## src/hw/rtl/rc6_block_cipher_assert.svh

```systemverilog
// Assertion macros shared by the RC6 cipher RTL.
`ifndef RC6_BLOCK_CIPHER_ASSERT_SVH
`define RC6_BLOCK_CIPHER_ASSERT_SVH
`ifndef SYNTH
// Same-cycle implication, checked on every rising edge of clk outside reset.
`define RC6_ASSERT_SAME(label, ante, cons) \
    label: assert property (@(posedge clk) disable iff (!rst_n) (ante) |-> (cons)) \
        else $error("RC6 check failed");
// Next-cycle implication, checked on every rising edge of clk outside reset.
`define RC6_ASSERT_NEXT(label, ante, cons) \
    label: assert property (@(posedge clk) disable iff (!rst_n) (ante) |=> (cons)) \
        else $error("RC6 check failed");
`else
`define RC6_ASSERT_SAME(label, ante, cons)
`define RC6_ASSERT_NEXT(label, ante, cons)
`endif
`endif

```

## src/hw/rtl/rc6_pkg.sv

```systemverilog
// Shared constants, types and command encodings for the RC6 block cipher.
package rc6_pkg;

    localparam int ROUND_COUNT   = 20;
    localparam int KEY_COUNT     = 2 * ROUND_COUNT + 4;
    localparam int KEY_AW        = $clog2(KEY_COUNT);
    localparam int PAIR_W        = KEY_AW - 1;
    localparam int MIX_COUNT     = 3 * KEY_COUNT;
    localparam int MIX_W         = $clog2(MIX_COUNT);
    localparam int RND_W         = $clog2(ROUND_COUNT + 1);
    localparam int KEY_WORDS     = 4;
    localparam int SCRATCH_WORDS = 8;
    localparam int SCRATCH_AW    = 3;
    localparam int CFG_INDEX_W   = 3;
    localparam int CFG_DATA_W    = 64;

    localparam logic [31:0] RC6_P32 = 32'hb7e15163;
    localparam logic [31:0] RC6_Q32 = 32'h9e3779b9;

    // Configuration register indexes.
    localparam logic [CFG_INDEX_W-1:0] REG_KEY_WORD0    = 3'd0;
    localparam logic [CFG_INDEX_W-1:0] REG_KEY_WORD1    = 3'd1;
    localparam logic [CFG_INDEX_W-1:0] REG_KEY_WORD2    = 3'd2;
    localparam logic [CFG_INDEX_W-1:0] REG_KEY_WORD3    = 3'd3;
    localparam logic [CFG_INDEX_W-1:0] REG_KEY_SIZE_SEL = 3'd4;
    localparam logic [CFG_INDEX_W-1:0] REG_DECRYPT_MODE = 3'd5;

    // Key size codes.
    localparam logic [1:0] KEY_SIZE_128 = 2'd0;
    localparam logic [1:0] KEY_SIZE_192 = 2'd1;

    typedef struct packed {
        logic [63:0] block_in_high;
        logic [63:0] block_in_low;
    } block_in_t;

    typedef struct packed {
        logic [63:0] block_out_high;
        logic [63:0] block_out_low;
    } block_out_t;

    typedef enum logic [2:0] {
        ST_IDLE,
        ST_KS_INIT,
        ST_KS_A,
        ST_KS_B,
        ST_CR_ADDR,
        ST_CR_PRE,
        ST_CR_ROUND,
        ST_CR_POST
    } ctrl_state_t;

    typedef enum logic [3:0] {
        OP_IDLE,
        OP_KS_INIT,
        OP_MIX_A,
        OP_MIX_B,
        OP_ENC_PRE,
        OP_ENC_ROUND,
        OP_ENC_POST,
        OP_DEC_PRE,
        OP_DEC_ROUND,
        OP_DEC_POST
    } dp_op_t;

    typedef struct packed {
        dp_op_t                  op;
        logic                    load;
        logic                    first_pass;
        logic [KEY_AW-1:0]       wr_addr;
        logic [KEY_AW-1:0]       rd_addr0;
        logic [KEY_AW-1:0]       rd_addr1;
        logic [SCRATCH_AW-1:0]   l_idx;
    } dp_cmd_t;

endpackage

```

## src/hw/rtl/rc6_ctrl.sv

```systemverilog
// Controller state machine for the RC6 cipher: key expansion and round sequencing.
`include "rc6_block_cipher_assert.svh"

module rc6_ctrl (
    input  logic              clk,
    input  logic              rst_n,
    input  logic              start,
    input  logic              cfg_hit,
    input  logic              decrypt_mode,
    input  logic [1:0]        key_size_sel,
    output logic              busy,
    output logic              done,
    output rc6_pkg::dp_cmd_t  cmd
);

    localparam logic [rc6_pkg::PAIR_W-1:0] LAST_PAIR =
        rc6_pkg::PAIR_W'(rc6_pkg::KEY_COUNT / 2 - 1);
    localparam logic [rc6_pkg::RND_W-1:0] LAST_RND = rc6_pkg::RND_W'(rc6_pkg::ROUND_COUNT);
    localparam logic [rc6_pkg::RND_W-1:0] FIRST_RND = rc6_pkg::RND_W'(1);

    rc6_pkg::ctrl_state_t state_reg, state_next;
    logic valid_reg, valid_next;
    logic done_reg, done_next;
    logic [rc6_pkg::MIX_W-1:0] mix_reg, mix_next;
    logic [rc6_pkg::KEY_AW-1:0] key_idx_reg, key_idx_next;
    logic [rc6_pkg::SCRATCH_AW-1:0] l_idx_reg, l_idx_next;
    logic [rc6_pkg::RND_W-1:0] rnd_reg, rnd_next;

    logic [rc6_pkg::PAIR_W-1:0] pair;
    logic [rc6_pkg::SCRATCH_AW-1:0] l_last;
    logic round_last;

    always_ff @(posedge clk or negedge rst_n)
    begin
        if (!rst_n)
        begin
            state_reg   <= rc6_pkg::ST_IDLE;
            valid_reg   <= 1'b0;
            done_reg    <= 1'b0;
            mix_reg     <= '0;
            key_idx_reg <= '0;
            l_idx_reg   <= '0;
            rnd_reg     <= '0;
        end
        else
        begin
            state_reg   <= state_next;
            valid_reg   <= valid_next;
            done_reg    <= done_next;
            mix_reg     <= mix_next;
            key_idx_reg <= key_idx_next;
            l_idx_reg   <= l_idx_next;
            rnd_reg     <= rnd_next;
        end
    end

    always_comb
    begin
        state_next   = state_reg;
        valid_next   = valid_reg;
        done_next    = 1'b0;
        mix_next     = mix_reg;
        key_idx_next = key_idx_reg;
        l_idx_next   = l_idx_reg;
        rnd_next     = rnd_reg;
        pair         = '0;

        case (key_size_sel)
            rc6_pkg::KEY_SIZE_128: l_last = 3'd3;
            rc6_pkg::KEY_SIZE_192: l_last = 3'd5;
            default:               l_last = 3'd7;
        endcase

        round_last = decrypt_mode ? (rnd_reg == FIRST_RND) : (rnd_reg == LAST_RND);

        cmd            = '0;
        cmd.op         = rc6_pkg::OP_IDLE;
        cmd.wr_addr    = key_idx_reg;
        cmd.l_idx      = l_idx_reg;
        cmd.first_pass = (mix_reg < rc6_pkg::MIX_W'(rc6_pkg::KEY_COUNT));

        case (state_reg)
            rc6_pkg::ST_IDLE:
            begin
                if (start)
                begin
                    cmd.load   = 1'b1;
                    state_next = valid_reg ? rc6_pkg::ST_CR_ADDR : rc6_pkg::ST_KS_INIT;
                end
            end
            rc6_pkg::ST_KS_INIT:
            begin
                cmd.op       = rc6_pkg::OP_KS_INIT;
                mix_next     = '0;
                key_idx_next = '0;
                l_idx_next   = '0;
                state_next   = rc6_pkg::ST_KS_A;
            end
            rc6_pkg::ST_KS_A:
            begin
                cmd.op     = rc6_pkg::OP_MIX_A;
                state_next = rc6_pkg::ST_KS_B;
            end
            rc6_pkg::ST_KS_B:
            begin
                cmd.op = rc6_pkg::OP_MIX_B;
                if (key_idx_reg == rc6_pkg::KEY_AW'(rc6_pkg::KEY_COUNT - 1))
                begin
                    key_idx_next = '0;
                end
                else
                begin
                    key_idx_next = key_idx_reg + 1'b1;
                end
                l_idx_next = (l_idx_reg == l_last) ? '0 : l_idx_reg + 1'b1;
                mix_next   = mix_reg + 1'b1;
                if (mix_reg == rc6_pkg::MIX_W'(rc6_pkg::MIX_COUNT - 1))
                begin
                    valid_next = 1'b1;
                    state_next = rc6_pkg::ST_CR_ADDR;
                end
                else
                begin
                    state_next = rc6_pkg::ST_KS_A;
                end
            end
            rc6_pkg::ST_CR_ADDR:
            begin
                pair       = decrypt_mode ? LAST_PAIR : '0;
                state_next = rc6_pkg::ST_CR_PRE;
            end
            rc6_pkg::ST_CR_PRE:
            begin
                cmd.op     = decrypt_mode ? rc6_pkg::OP_DEC_PRE : rc6_pkg::OP_ENC_PRE;
                rnd_next   = decrypt_mode ? LAST_RND : FIRST_RND;
                pair       = rc6_pkg::PAIR_W'(rnd_next);
                state_next = rc6_pkg::ST_CR_ROUND;
            end
            rc6_pkg::ST_CR_ROUND:
            begin
                cmd.op = decrypt_mode ? rc6_pkg::OP_DEC_ROUND : rc6_pkg::OP_ENC_ROUND;
                if (round_last)
                begin
                    pair       = decrypt_mode ? '0 : LAST_PAIR;
                    state_next = rc6_pkg::ST_CR_POST;
                end
                else
                begin
                    rnd_next = decrypt_mode ? rnd_reg - 1'b1 : rnd_reg + 1'b1;
                    pair     = rc6_pkg::PAIR_W'(rnd_next);
                end
            end
            rc6_pkg::ST_CR_POST:
            begin
                cmd.op     = decrypt_mode ? rc6_pkg::OP_DEC_POST : rc6_pkg::OP_ENC_POST;
                done_next  = 1'b1;
                state_next = rc6_pkg::ST_IDLE;
            end
            default:
            begin
                state_next = rc6_pkg::ST_IDLE;
            end
        endcase

        cmd.rd_addr0 = {pair, 1'b0};
        cmd.rd_addr1 = {pair, 1'b1};
        // During the second mixing phase, prefetch the round key for the next step.
        if (state_reg == rc6_pkg::ST_KS_B)
        begin
            cmd.rd_addr0 = key_idx_next;
        end

        // A write to a defined register invalidates the round keys.
        if (cfg_hit)
        begin
            valid_next = 1'b0;
        end
    end

    assign busy = (state_reg != rc6_pkg::ST_IDLE);
    assign done = done_reg;

    `RC6_ASSERT_SAME(a_done_in_idle, done_reg, state_reg == rc6_pkg::ST_IDLE)
    `RC6_ASSERT_NEXT(a_post_gives_done, state_reg == rc6_pkg::ST_CR_POST, done_reg)
    `RC6_ASSERT_NEXT(a_cfg_invalidates, cfg_hit, !valid_reg)
    `RC6_ASSERT_NEXT(a_valid_skips_keys,
        state_reg == rc6_pkg::ST_IDLE && start && valid_reg && !cfg_hit,
        state_reg == rc6_pkg::ST_CR_ADDR)
    `RC6_ASSERT_SAME(a_round_in_range, state_reg == rc6_pkg::ST_CR_ROUND,
        rnd_reg >= FIRST_RND && rnd_reg <= LAST_RND)

endmodule

```

## config.mk

```make
export PLATFORM = sky130hd
export DESIGN_NAME = rc6_ctrl
export DESIGN_NICKNAME = d
export VERILOG_FILES = /design/src/hw/rtl/rc6_pkg.sv /design/src/hw/rtl/rc6_ctrl.sv
export VERILOG_INCLUDE_DIRS = /design/src /design/src/hw/rtl
export SDC_FILE = /design/constraint.sdc
export NUM_CORES = 1
export LEC_CHECK = 0
export BUFFER_PORTS_ARGS = -buffer_cell sky130_fd_sc_hd__buf_2
export CELL_PAD_IN_SITES_DETAIL_PLACEMENT = 1
export CELL_PAD_IN_SITES_GLOBAL_PLACEMENT = 2
export CORE_UTILIZATION = 34
export CTS_BUF_LIST = sky130_fd_sc_hd__clkbuf_8
export CTS_CLUSTER_DIAMETER = 80
export CTS_CLUSTER_SIZE = 28
export DETAILED_ROUTE_END_ITERATION = 7
export PLACE_DENSITY = 0.9
export SYNTH_ARGS = -nofsm -noshare
export SYNTH_HDL_FRONTEND = slang
export SYNTH_SLANG_ARGS = --single-unit
export TNS_END_PERCENT = 20
```

## constraint.sdc

```tcl
create_clock -name clk -period 2.1 [get_ports clk]
set_input_delay 0.315 -clock clk [delete_from_list [all_inputs] [get_ports clk]]
set_output_delay 0.315 -clock clk [all_outputs]
set_load 0.05 [all_outputs]
```

==> metrics.cfg <==
[run_status]
outcome = complete, but fails checks
violations = setup timing

[pwr]
p_sw_mw = 2.06
intPower_mw = 1.87
p_clk_share_pct = 8.6
pwr-share-comb_pct = 65.6
p_per_area_nw_per_um2 = 1450
p_leak_nw = 1.17
seqPwrFrac_pct = 25.8
switching_share_pct = 52.4
vdd_drop_max_mv = 0.764

[critical_path]
crit-reg2reg-launch = rnd_reg[0]
cp.arrival_ns = 1.98
reg2reg_to = rnd_reg[4]
critical_path_class = reg2out
critical_path.slowest_cell = dfrtp_1
max_stage_delay_ns = 0.44
startpoint = rnd_reg[0]
startpoint_type = flip-flop
cp_max_fo = 4
critPathCaptureType = output port
reg2reg_slack_ns = -0.07
reg2reg_depth = 11
crit_chain = inv_2, ha_4, nor4bb_4, a31oi_2, xor2_2, o21ai_1, buf_6
crit_required_ns = 1.78

[clocking]
numCtsBuffers = 3
numClockSinks = 27
clockRootBuffer = clkbuf_8
clk_pin_slew_ns = 0.11
cts_tree = yes
htreeDepth = 1
clkLatencyLatePin_ns = 0.29
cts_buffer_depth = 2
cts_hold_buf = 0

[logic_synthesis]
ys.flop_type = dfrtp_1
yosys.area.top_type_share_pct = 34.9
yosysSeqAreaShare_pct = 34.9
synth_seq_cells = 27
synth_area_leaders = dfrtp_1, ha_1, nor2_1, nand2_1, o21ai_0
syn_area_per_cell_um2 = 8.56
ys.warnings.count = 0
yosysTopAreaCell = dfrtp_1
ys_types = 54
syn_inst = 226
synth_edf_count = 0
syn_area_um2 = 1940
syn_nets = 240
synthArstFlopShare_pct = 100

[sta]
hold_violations = 0
min_period_ns = 2.29
clock_skew_ns = 0.00232
tns_ns = -1.54
holdWs_ns = 0.0405
timing.final.crit_share_pct = 109
timing.fmax_mhz = 436
rsz0062_at_grt = true
worst_pin_slew_ns = 0.671
setup_viol = 11
maxSlewViolCount = 0
setup_ws_ns = -0.193
maxSlewHeadroom_pct = 55.3

[layout]
drive_gt1_share_pct = 39.8
final_core_util_pct = 49.2
syn_to_final_growth_pct = 39.9
nets = 299
diodes = 0
largest_reg_flops = 8

[placement]
dp_hpwl_um = 4060
port_buffers = 34
gp_congestion = 0.868

[grt]
grtUsageTotal_pct = 20.2
grt_max_degree = 28
grt_pass1_wl_um = 9600
grt_overflow = 0
antenna_found_initial = 0
grt_pass1_vias = 1984

[die]
row_count = 27
start_util_pct = 35.2
fp.coreArea_um2 = 5510
die_h_um = 77.5
die_area_um2 = 6000
num_io_pins = 36
die_x_um = 77.5

[min_path]
hp-class = in2async

[drt]
vias_per_cell = 5.49
ant_nets = 0
dr.pass1.iters = 4
drt_iter0_markers = 48
wirelength_um = 6260
routedWlPerCell_um = 17.6
drcViolationCount = 0
via_count = 1953

[run]
maxCapViolations = 0

[cells by family (layout without fill, tap and decap cells)]
group                      Yosys count  after routing  synth area share, %
DFF                                 27             27                 34.9
muxes                                3              3                 1.68
buffers and inverters               24             82                 6.27
AOI/OAI and AO/OA                   64             64                 22.1
and+or+nand+nor                     92             92                 26.7
xor gates and xnor gates             8              8                 3.62
adders and majority gates            7              7                 4.52
other                                1              1                0.194
[through the flow]
step	cell area (um^2)	total power, mW	instances	worst slack [ns]
after floorplan	1950	2.55	226	-0.253
after global placement	2270	3.05	337	0.0849
after detailed placement	2270	3.11	337	0.0254
after CTS	2500	3.64	351	-0.129
after global routing	2710	4.19	356	-0.263
final	2710	3.94	356	-0.193
[layout make-up]
cell class              instances  area (um^2)
repair buffers                 70          529
fillers                       641         2800
well taps                      72         90.1
flip-flops and latches         27          683
multi-input cells             175         1320
clock buffers                   3         41.3
inverters                       8         32.5
clock inverters                 1         8.76
[cells in the final DEF, fill, tap and decap left out, drive strengths merged, types with 7 or more instances in the layout]
master / n
buf: 69
nand3: 9
nor2: 20
a21oi: 9
ha: 7
nor2b: 8
inv: 9
dfrtp: 27
nand2: 19
o21ai: 18
[synth_stat cells (4+ instances only)]
cell type,count
nand3_1,9
ha_1,7
xnor2_1,5
o22ai_1,4
buf_2,10
dfrtp_1,27
a31oi_1,6
nor2_1,20
nand2_1,19
o21ai_0,12
o21ai_1,6
nor3_1,5
nor2b_1,8
a21o_1,5
a22o_1,4
inv_1,6
nand3b_1,4
nand2b_1,5
a21oi_1,9
[layer usage]
metal  vias up  wire length, um  GRT usage (%)
met5         -                0              0
met4         0              142           5.28
met3        12              163           3.41
met2        33             3300           37.0
met1       973             2650           24.2
li1        935                -              -
[power by group through the flow]
stage,Combinational [mW],Clock (mW),Sequential [mW]
2_1_floorplan,1.40,0,1.15
3_3_place_gp,2.09,0,0.961
3_5_place_dp,2.13,0,0.972
4_1_cts,2.32,0.354,0.971
5_1_grt,2.77,0.372,1.05
6_report,2.58,0.339,1.02
[what timing repair did]
item / CTS / global route
gates resized for setup: 32 / 35
pin swaps: 5 / 11
endpoints found under the setup margin: 12 / 14
setup buffers: 10 / 5
[how the worst max path moves through the flow]
stage              end  slack, ns  cells past startpoint
3_5_place_dp   cmd[14]       0.03                      7
2_1_floorplan  cmd[13]      -0.25                      4
5_1_grt        cmd[14]      -0.26                      7
6_report        cmd[8]      -0.19                      7
3_3_place_gp   cmd[14]       0.08                      7
4_1_cts        cmd[12]      -0.13                      8
[worst max-delay path, delay by kind of cell (launching register included)]
| kind | cells | cell delay [ns] |
|---|---|---|
| flip-flops | 1 | 0.44 |
| AND/OR/NAND/NOR | 1 | 0.23 |
| buffers and inverters | 2 | 0.34 |
| XOR/XNOR | 1 | 0.21 |
| adder cells (fa/ha/maj) | 1 | 0.16 |
| AO/OA/AOI/OAI | 2 | 0.30 |
Note: power is estimated with default switching activity, not from simulation.
